===== config.mk =====
export PLATFORM = sky130hd
export DESIGN_NAME = cardinal_bspline_eval
export DESIGN_NICKNAME = d
export VERILOG_FILES = /design/src/hw/rtl/cbse_pkg.sv /design/src/hw/rtl/cardinal_bspline_eval.sv /design/src/hw/rtl/cbse_ctrl.sv /design/src/hw/rtl/cbse_datapath.sv
export SDC_FILE = /design/constraint.sdc
export NUM_CORES = 2
export LEC_CHECK = 0
export BUFFER_PORTS_ARGS = -buffer_cell sky130_fd_sc_hd__buf_4
export CAP_MARGIN = 20
export CORE_MARGIN = 2
export CORE_UTILIZATION = 34
export DETAILED_ROUTE_END_ITERATION = 16
export GPL_TIMING_DRIVEN = 0
export PLACE_DENSITY = 0.46
export SETUP_SLACK_MARGIN = 0.2
export SYNTH_ARGS = -nofsm -noshare
export SYNTH_HDL_FRONTEND = slang
export SYNTH_SLANG_ARGS = --single-unit

===== constraint.sdc =====
create_clock -name clk_i -period 14.59 [get_ports clk_i]
set_clock_uncertainty 0.1 [all_clocks]
set_input_delay 2.918 -clock clk_i [delete_from_list [all_inputs] [get_ports clk_i]]
set_output_delay 2.918 -clock clk_i [all_outputs]
set_load 0.01 [all_outputs]

===== src/hw/rtl/cbse_pkg.sv =====
// ----------------------------------------------------------------------------
// cbse_pkg: shared definitions for the cardinal B-spline evaluator
// Widths, fixed-point formats, the reciprocal table, the controller states,
// the datapath commands and the datapath status bundle.
// ----------------------------------------------------------------------------
package cbse_pkg;

  localparam int MAX_ORDER     = 16;
  localparam int POS_FRAC_BITS = 16;
  localparam int WORK_FRAC     = 30;
  localparam int RECIP_FRAC    = 26;
  localparam int OUT_FRAC      = 24;

  localparam int POS_W       = 21;
  localparam int ORDER_W     = 5;
  localparam int VALUE_W     = 25;
  localparam int IN_TDATA_W  = 24;
  localparam int OUT_TDATA_W = 32;

  localparam int D_W    = $clog2(MAX_ORDER + 1);
  localparam int J_W    = $clog2(MAX_ORDER);
  localparam int T_W    = D_W + POS_FRAC_BITS;
  localparam int COEF_W = WORK_FRAC + 1;
  localparam int PROD_W = T_W + COEF_W;
  localparam int SUM_W  = PROD_W - POS_FRAC_BITS;
  localparam int RC_W   = RECIP_FRAC + 1;
  localparam int PR_W   = SUM_W + RC_W;

  localparam logic [ORDER_W-1:0] ORDER_RESET = ORDER_W'(4);

  typedef logic [RC_W-1:0] recip_t;

  // Rounded reciprocals round(2^26 / m), indexed by m; entry zero is unused.
  localparam recip_t RECIP_TABLE [MAX_ORDER] = '{
    RC_W'(0),        RC_W'(67108864), RC_W'(33554432), RC_W'(22369621),
    RC_W'(16777216), RC_W'(13421773), RC_W'(11184811), RC_W'(9586981),
    RC_W'(8388608),  RC_W'(7456540),  RC_W'(6710886),  RC_W'(6100806),
    RC_W'(5592405),  RC_W'(5162220),  RC_W'(4793490),  RC_W'(4473924)
  };

  typedef enum logic [3:0] {
    ST_IDLE,
    ST_CHECK,
    ST_READ,
    ST_MUL_L,
    ST_MUL_R,
    ST_SUM,
    ST_REC,
    ST_WRITE,
    ST_FIN_RD,
    ST_FIN
  } state_e;

  typedef enum logic [3:0] {
    CMD_NONE,
    CMD_LOAD,
    CMD_SEED,
    CMD_READ,
    CMD_MUL_L,
    CMD_MUL_R,
    CMD_SUM,
    CMD_REC,
    CMD_WRITE,
    CMD_FIN_RD,
    CMD_OUT
  } cmd_e;

  typedef struct packed {
    logic skip;
    logic order_one;
    logic last_j;
    logic last_d;
  } dp_status_t;

endpackage


===== src/hw/rtl/cardinal_bspline_eval.sv =====
// ----------------------------------------------------------------------------
// cardinal_bspline_eval: cardinal B-spline value at a fixed-point position
// Top level: a sequencer and a datapath that run the de Boor recurrence.
// ----------------------------------------------------------------------------
// Each item carries a position x (16 fraction bits) and returns M_k(x), the
// cardinal B-spline of order k with knots 0..k, as a value with 24 fraction
// bits. The order comes from the configuration channel (reset value 4, values
// above 16 act as 16). One item is worked on at a time. A position outside
// the open support (0, k) skips the recurrence and goes from the check
// straight to the output register; otherwise every recurrence step makes
// two passes
// through the weight multiplier and one through the reciprocal multiplier,
// each followed by a register. The input opens again when the result is
// loaded into the output register, and it stays closed while a finished
// item waits for a stalled result to leave the output register. A finished
// item waits in the output register while the next one is accepted.
module cardinal_bspline_eval (
  input  logic                               clk_i,
  input  logic                               rst_ni,
  // Configuration write: spline_order.
  input  logic                               cfg_valid_i,
  output logic                               cfg_ready_o,
  input  logic [cbse_pkg::ORDER_W-1:0]       cfg_data_i,
  input  logic                               s_axis_tvalid,
  output logic                               s_axis_tready,
  // Fields from bit 0: position [20:0], zero padding.
  input  logic [cbse_pkg::IN_TDATA_W-1:0]    s_axis_tdata,
  output logic                               m_axis_tvalid,
  input  logic                               m_axis_tready,
  // Fields from bit 0: spline_value [24:0], zero padding.
  output logic [cbse_pkg::OUT_TDATA_W-1:0]   m_axis_tdata
);
  import cbse_pkg::*;

  cmd_e               cmd;
  dp_status_t         status;
  logic [VALUE_W-1:0] value;

  cbse_ctrl u_ctrl (
    .clk_i       (clk_i),
    .rst_ni      (rst_ni),
    .in_valid_i  (s_axis_tvalid),
    .in_ready_o  (s_axis_tready),
    .out_valid_o (m_axis_tvalid),
    .out_ready_i (m_axis_tready),
    .status_i    (status),
    .cmd_o       (cmd)
  );

  cbse_datapath u_datapath (
    .clk_i       (clk_i),
    .rst_ni      (rst_ni),
    .cmd_i       (cmd),
    .status_o    (status),
    .cfg_valid_i (cfg_valid_i),
    .cfg_data_i  (cfg_data_i),
    .pos_i       (s_axis_tdata[POS_W-1:0]),
    .value_o     (value)
  );

  assign cfg_ready_o  = 1'b1;
  assign m_axis_tdata = {{(OUT_TDATA_W-VALUE_W){1'b0}}, value};

endmodule


===== src/hw/rtl/cbse_ctrl.sv =====
// ----------------------------------------------------------------------------
// cbse_ctrl: sequencer for the cardinal B-spline evaluator
// Steps the datapath through load, seed, the recurrence steps and the final
// read, and owns the input ready and the output valid.
// ----------------------------------------------------------------------------
module cbse_ctrl (
  input  logic                 clk_i,
  input  logic                 rst_ni,
  input  logic                 in_valid_i,
  output logic                 in_ready_o,
  output logic                 out_valid_o,
  input  logic                 out_ready_i,
  input  cbse_pkg::dp_status_t status_i,
  output cbse_pkg::cmd_e       cmd_o
);
  import cbse_pkg::*;

  state_e state_q, state_d;
  logic   out_valid_q, out_valid_d;

  always_ff @(posedge clk_i or negedge rst_ni) begin
    if (!rst_ni) begin
      state_q     <= ST_IDLE;
      out_valid_q <= 1'b0;
    end else begin
      state_q     <= state_d;
      out_valid_q <= out_valid_d;
    end
  end

  always_comb begin
    state_d = state_q;
    cmd_o   = CMD_NONE;
    unique case (state_q)
      ST_IDLE: begin
        if (in_valid_i) begin
          cmd_o   = CMD_LOAD;
          state_d = ST_CHECK;
        end
      end
      ST_CHECK: begin
        if (status_i.skip) begin
          state_d = ST_FIN;
        end else begin
          cmd_o   = CMD_SEED;
          state_d = status_i.order_one ? ST_FIN_RD : ST_READ;
        end
      end
      ST_READ: begin
        cmd_o   = CMD_READ;
        state_d = ST_MUL_L;
      end
      ST_MUL_L: begin
        cmd_o   = CMD_MUL_L;
        state_d = ST_MUL_R;
      end
      ST_MUL_R: begin
        cmd_o   = CMD_MUL_R;
        state_d = ST_SUM;
      end
      ST_SUM: begin
        cmd_o   = CMD_SUM;
        state_d = ST_REC;
      end
      ST_REC: begin
        cmd_o   = CMD_REC;
        state_d = ST_WRITE;
      end
      ST_WRITE: begin
        cmd_o   = CMD_WRITE;
        state_d = (status_i.last_j && status_i.last_d) ? ST_FIN_RD : ST_READ;
      end
      ST_FIN_RD: begin
        cmd_o   = CMD_FIN_RD;
        state_d = ST_FIN;
      end
      ST_FIN: begin
        if (!out_valid_q || out_ready_i) begin
          cmd_o   = CMD_OUT;
          state_d = ST_IDLE;
        end
      end
      default: begin
        state_d = ST_IDLE;
      end
    endcase
  end

  always_comb begin
    out_valid_d = out_valid_q;
    if (cmd_o == CMD_OUT) begin
      out_valid_d = 1'b1;
    end else if (out_ready_i) begin
      out_valid_d = 1'b0;
    end
  end

  assign in_ready_o  = (state_q == ST_IDLE);
  assign out_valid_o = out_valid_q;

endmodule


===== src/hw/rtl/cbse_datapath.sv =====
// ----------------------------------------------------------------------------
// cbse_datapath: arithmetic and storage of the cardinal B-spline evaluator
// Holds the order register, the coefficient memory, the weight multiplier,
// the reciprocal multiplier and the result register.
// ----------------------------------------------------------------------------
module cbse_datapath (
  input  logic                           clk_i,
  input  logic                           rst_ni,
  input  cbse_pkg::cmd_e                 cmd_i,
  output cbse_pkg::dp_status_t           status_o,
  input  logic                           cfg_valid_i,
  input  logic [cbse_pkg::ORDER_W-1:0]   cfg_data_i,
  input  logic [cbse_pkg::POS_W-1:0]     pos_i,
  output logic [cbse_pkg::VALUE_W-1:0]   value_o
);
  import cbse_pkg::*;

  localparam int CMP_W = POS_W + T_W;
  localparam int TW2   = POS_W + 2;
  localparam int VS_W  = PR_W - RECIP_FRAC;
  localparam int OR_W  = COEF_W + 1;
  localparam int OS_W  = OR_W - (WORK_FRAC - OUT_FRAC);

  localparam logic [COEF_W-1:0] COEF_ONE  = COEF_W'(1) << WORK_FRAC;
  localparam logic [VS_W-1:0]   VS_ONE    = VS_W'(1) << WORK_FRAC;
  localparam logic [OS_W-1:0]   OUT_ONE   = OS_W'(1) << OUT_FRAC;
  localparam logic [PROD_W-1:0] S_HALF    = PROD_W'(1) << (POS_FRAC_BITS - 1);
  localparam logic [PR_W-1:0]   V_HALF    = PR_W'(1) << (RECIP_FRAC - 1);
  localparam logic [OR_W-1:0]   O_HALF    = OR_W'(1) << (WORK_FRAC - OUT_FRAC - 1);

  logic [ORDER_W-1:0] order_q;
  logic [POS_W-1:0]   x_q;
  logic [D_W-1:0]     k_q;
  logic [D_W-1:0]     d_q;
  logic [J_W-1:0]     j_q;
  logic [T_W-1:0]     t_q;
  logic               l_en_q, r_en_q;
  logic [COEF_W-1:0]  rd_a_q, rd_b_q;
  logic [PROD_W-1:0]  p1_q, p2_q;
  logic [SUM_W-1:0]   s_q;
  logic [PR_W-1:0]    pr_q;
  logic [VALUE_W-1:0] value_q;

  logic [COEF_W-1:0]  coef_mem [MAX_ORDER];

  logic [D_W-1:0]     k_eff;
  logic [POS_W-1:0]   xm1;
  logic [J_W-1:0]     r_idx;
  logic [T_W-1:0]     k_full, d_full;
  logic [D_W:0]       rj1;
  logic [TW2-1:0]     t_raw;
  logic [T_W-1:0]     t_new, w;
  logic [COEF_W-1:0]  left, right;
  logic [T_W-1:0]     mul_w;
  logic [COEF_W-1:0]  mul_c;
  logic [PROD_W-1:0]  mul_p;
  logic [PROD_W-1:0]  sum_rnd;
  logic [PR_W-1:0]    v_rnd;
  logic [VS_W-1:0]    v_sh;
  logic [COEF_W-1:0]  v_new;
  logic [J_W-1:0]     fin_addr, addr_a;
  logic [OR_W-1:0]    o_rnd;
  logic [OS_W-1:0]    o_sh;
  logic [VALUE_W-1:0] o_val;
  recip_t             rc;

  assign k_eff = (order_q > ORDER_W'(MAX_ORDER)) ? D_W'(MAX_ORDER) : D_W'(order_q);

  assign xm1    = x_q - POS_W'(1);
  assign r_idx  = xm1[POS_FRAC_BITS +: J_W];
  assign k_full = {k_q, {POS_FRAC_BITS{1'b0}}};
  assign d_full = {d_q, {POS_FRAC_BITS{1'b0}}};

  assign rj1   = (D_W+1)'(r_idx) + (D_W+1)'(j_q) + (D_W+1)'(1);
  assign t_raw = TW2'(x_q) + TW2'(d_full) - TW2'({rj1, {POS_FRAC_BITS{1'b0}}});
  assign t_new = (t_raw > TW2'(d_full)) ? d_full : t_raw[T_W-1:0];
  assign w     = d_full - t_q;

  assign left  = l_en_q ? rd_a_q : '0;
  assign right = r_en_q ? rd_b_q : '0;

  assign mul_w = (cmd_i == CMD_MUL_L) ? t_q : w;
  assign mul_c = (cmd_i == CMD_MUL_L) ? left : right;
  assign mul_p = PROD_W'(mul_w) * PROD_W'(mul_c);

  assign sum_rnd = p1_q + p2_q + S_HALF;
  assign rc      = RECIP_TABLE[J_W'(d_q - D_W'(1))];
  assign v_rnd   = pr_q + V_HALF;
  assign v_sh    = v_rnd[PR_W-1:RECIP_FRAC];
  assign v_new   = (v_sh > VS_ONE) ? COEF_ONE : v_sh[COEF_W-1:0];

  assign fin_addr = J_W'(k_q) - J_W'(1) - r_idx;
  assign addr_a   = (cmd_i == CMD_FIN_RD) ? fin_addr : (j_q - J_W'(1));

  assign o_rnd = OR_W'(rd_a_q) + O_HALF;
  assign o_sh  = o_rnd[OR_W-1:WORK_FRAC-OUT_FRAC];
  assign o_val = (o_sh > OUT_ONE) ? VALUE_W'(OUT_ONE) : VALUE_W'(o_sh);

  always_ff @(posedge clk_i or negedge rst_ni) begin
    if (!rst_ni) begin
      order_q <= ORDER_RESET;
      d_q     <= '0;
      j_q     <= '0;
    end else begin
      if (cfg_valid_i) begin
        order_q <= cfg_data_i;
      end
      if (cmd_i == CMD_SEED) begin
        d_q <= D_W'(2);
        j_q <= J_W'(1);
      end else if (cmd_i == CMD_WRITE) begin
        if (j_q == '0) begin
          d_q <= d_q + D_W'(1);
          j_q <= d_q[J_W-1:0];
        end else begin
          j_q <= j_q - J_W'(1);
        end
      end
    end
  end

  always_ff @(posedge clk_i) begin
    if (cmd_i == CMD_LOAD) begin
      x_q <= pos_i;
      k_q <= k_eff;
    end
    if (cmd_i == CMD_READ) begin
      t_q    <= t_new;
      l_en_q <= (j_q != '0);
      r_en_q <= ((D_W'(j_q) + D_W'(1)) < d_q);
    end
    if (cmd_i == CMD_MUL_L) begin
      p1_q <= mul_p;
    end
    if (cmd_i == CMD_MUL_R) begin
      p2_q <= mul_p;
    end
    if (cmd_i == CMD_SUM) begin
      s_q <= sum_rnd[PROD_W-1:POS_FRAC_BITS];
    end
    if (cmd_i == CMD_REC) begin
      pr_q <= PR_W'(s_q) * PR_W'(rc);
    end
    if (cmd_i == CMD_OUT) begin
      value_q <= status_o.skip ? '0 : o_val;
    end
  end

  always_ff @(posedge clk_i) begin
    if (cmd_i == CMD_SEED) begin
      coef_mem[0] <= COEF_ONE;
    end else if (cmd_i == CMD_WRITE) begin
      coef_mem[j_q] <= v_new;
    end
  end

  always_ff @(posedge clk_i) begin
    if (cmd_i == CMD_READ || cmd_i == CMD_FIN_RD) begin
      rd_a_q <= coef_mem[addr_a];
    end
    if (cmd_i == CMD_READ) begin
      rd_b_q <= coef_mem[j_q];
    end
  end

  assign status_o.skip      = (k_q == '0) || (x_q == '0) ||
                              (CMP_W'(x_q) >= CMP_W'(k_full));
  assign status_o.order_one = (k_q == D_W'(1));
  assign status_o.last_j    = (j_q == '0);
  assign status_o.last_d    = (d_q == k_q);

  assign value_o = value_q;

endmodule


==> metrics.md <==
| Metric | Value |
|---|---|
| DRT Wirelength | `322,800 um` |
| Core area | `0.2620 sq mm` |
| Worst-path fanout max | `13` |
| Unrepaired setup endpoints after global routing | `false` |
| Root Buffer | `clkbuf_16` |
| Post-Syn Area per Cell | `11.04 sq um` |
| Setup Fix Bufs, Post-CTS | `0` |
| Gr usage total | `24.38%` |
| Die area | `0.2673 sq mm` |
| Yosys warnings | `0` |
| Drt via density | `5.217` |
| Crit. End Element | `register` |
| Most used cell, CP | `fa_1` |
| Via count | `62,520` |
| CP max-delay cell | `clkbuf_1` |
| Yosys cell types | `91` |
| Initial antenna violation count | `28` |
| Skew-Pair Late Insertion Delay | `730 ps` |
| Slew headroom | `14.83%` |
| Dpl ws | `1008 ps` |
| Commonest cells after routing, fill and taps aside | `inv_1 (1,565), fa_1 (1,400), nand2_1 (1,037), edfxtp_1 (810), ha_1 (507)` |
| Maximum buffer depth of the clock tree | `3` |
| Total gr overflow | `0` |
| CTS tree | `yes` |
| Row cnt | `188` |
| Arr. time, crit path | `13,560 ps` |
| DRC | `0` |
| RePlAce Congestion | `0.9709` |
| Worst EP required | `14,960 ps` |
| Top-level port count | `69` |
| Commonest non-fill, non-tap cell in the layout | `inv_1` |
| HPWL after DPL | `268,400 um` |
| Number of synthesized register bits | `829` |
| Slew @ Worst Pin | `1273 ps` |
| Hold slack | `398.5 ps` |
| Seq/Total Area, Yosys | `27.72%` |
| Hold_buf cts | `0` |
| CTS buffer count | `89` |
| Clock Sinks | `829` |
| Crit path largest cell delay | `840 ps` |
| DIE WIDTH | `517.0 um` |
| EDFF count, synth | `810` |
| Area Growth Syn to Fin | `10.83%` |
| Clk pin slew, worst setup/hold paths | `60 ps` |
| Max Clk Rate | `0.07579 GHz` |
| Final min period | `13,190 ps` |
| WL/cell | `26.94 um` |
| Filler instances | `26,110` |
| TNS Setup | `0 ps` |
| Final nets | `10,330` |
| Max cap viols | `0` |
| Largest net degree at the start of global routing | `36` |
| Crit share post-route | `90.43%` |
| Predominant post-synthesis flop cell | `edfxtp_1` |
| Ys async rst share | `2.292%` |
| Cell Area, Synth | `0.08946 sq mm` |
| Cell count after synthesis | `8,107` |
| Die H | `517.0 um` |
| First-pass GRT wire length | `465,100 um` |
| PostCTS Resize Cnt | `0` |
| DRT iter0 DRCs | `5,779` |
| Input/output buffers | `57` |
| Crit Path Class | `register to register` |
| Vias in the first global route | `64,940` |
| Final ANT Viol Nets | `0` |
| First-pass DRT Iterations | `6` |
| Pins Over Slew Limit | `0` |
| R2R setup slack | `1400 ps` |
| Hold Crit Class | `register to register` |
| Final Core Density | `37.84%` |
| Status | `finished clean` |
| Final setup violation count | `0` |
| Share of cells above drive strength 1 | `8.560%` |
| Initial Util | `34.14%` |
| Final Hold Vio Count | `0` |
| Worst setup margin | `1396 ps` |
| H-tree depth | `3` |
| CP startpoint kind | `register` |
worst max-delay path, delay by kind of cell (launching register included):
kind / cells / cell delay (ps)
DFF: 1 / 820
xor gates and xnor gates: 2 / 1020
AOI/OAI and AO/OA: 6 / 2790
adders and majority gates: 9 / 4420
buffers and inverters: 6 / 1660
and+or+nand+nor: 6 / 2090
final timing paths:
path,endpoint,depth (start not counted),startpoint
setup reg to reg,u_datapath.pr_q[42]$_DFFE_PN_,29,u_datapath.d_q[1]$_DFFE_PN0P_
hold reg to reg,u_datapath.t_q[1]$_SDFFCE_PP0N_,1,u_datapath.x_q[1]$_DFFE_PN_
max in group asynchronous,u_datapath.order_q[2]$_DFFE_PN1P_,1,rst_ni
hold / removal,u_datapath.t_q[1]$_SDFFCE_PP0N_,1,u_datapath.x_q[1]$_DFFE_PN_
min in group asynchronous,u_ctrl.out_valid_o$_DFFE_PN0P_,1,rst_ni
setup / recovery,u_datapath.pr_q[42]$_DFFE_PN_,29,u_datapath.d_q[1]$_DFFE_PN0P_
sequential cells by signal, indices dropped and copies added, names as in the netlist, 25 cells and up:
name and flops:
u_datapath.rd_b_q 31, u_datapath.rd_a_q 31, u_datapath.p2_q 52, u_datapath.s_q 36, u_datapath.value_o 25, u_datapath.p1_q 52, u_datapath.pr_q 38, u_datapath.coef_mem 496
area by class of cell:
cell class	count	area (sq um)	share of cell area [%]
Clock buffer	113	2359	2.379
Clock inverter	52	630.6	0.6360
Tap cell	3515	4398	4.435
Sequential cell	829	24800	25.01
Timing Repair Buffer	180	1971	1.987
Multi-Input combinational cell	5313	57520	58.01
Inverter	1567	5882	5.932
Buffer	404	1574	1.587
Antenna cell	10	25.02	0.02524
layer usage:
layer	track usage, %	up-vias	share of wire (%)	routed length [um]
met2	38.67	2250	46	148600
met3	3.875	432	6.6	21410
li1	-	26670	-	-
met1	33.66	33160	43	138600
met4	8.994	8	4.4	14100
met5	0	-	0.017	55
metrics by stage:
step           area [sq um]  std cells
5_1_grt               99130      11970
4_1_cts               98890      11950
6_report              99160      11980
3_5_place_dp          95900      11790
2_1_floorplan         89490       8113
3_3_place_gp          94310      11690
cell families after synthesis:
logic type | share of synthesized area [%]
compound gates | 4.790
flops | 27.72
simple gates | 10.70
buf+inv | 8.333
fa+ha+maj | 38.42
mux | 7.561
other cells | 0.008394
xor+xnor | 2.466
synth_stat cells (5+ instances only):
cell type,n,share of area (%)
buf_2,20,0.11
nor3_1,40,0.22
a31o_2,35,0.34
buf_1,26,0.11
nand4_1,46,0.32
a21oi_1,210,1.2
and2_1,224,1.6
or4_1,6,0.050
o21a_1,19,0.16
o21ai_0,87,0.49
mux2i_1,39,0.44
edfxtp_1,810,27
nand3_1,65,0.36
a211oi_1,46,0.39
o22ai_1,11,0.077
fa_1,1400,31
inv_1,1565,6.6
xnor2_1,155,1.5
o211ai_1,12,0.10
ha_1,507,7.1
buf_4,8,0.067
o21ai_1,13,0.073
a211o_1,5,0.049
o31ai_1,11,0.092
clkbuf_1,349,1.5
a2111oi_0,7,0.069
a221oi_1,9,0.088
or3_1,11,0.077
a31oi_1,53,0.37
and4_1,8,0.078
or2_2,8,0.056
mux2_2,8,0.10
nor2b_1,55,0.38
o21bai_1,23,0.19
mux4_2,279,7.0
nor2_1,520,2.2
dfrtp_1,18,0.50
a21o_1,75,0.63
nand2_1,1037,4.4
xor2_1,95,0.93
nand2b_1,23,0.16
nor4_1,15,0.10
and3_1,76,0.53
Power is left out: the tool's default activity adds up to more than one toggle a clock period on the data nets, which glitch-free logic cannot reach.
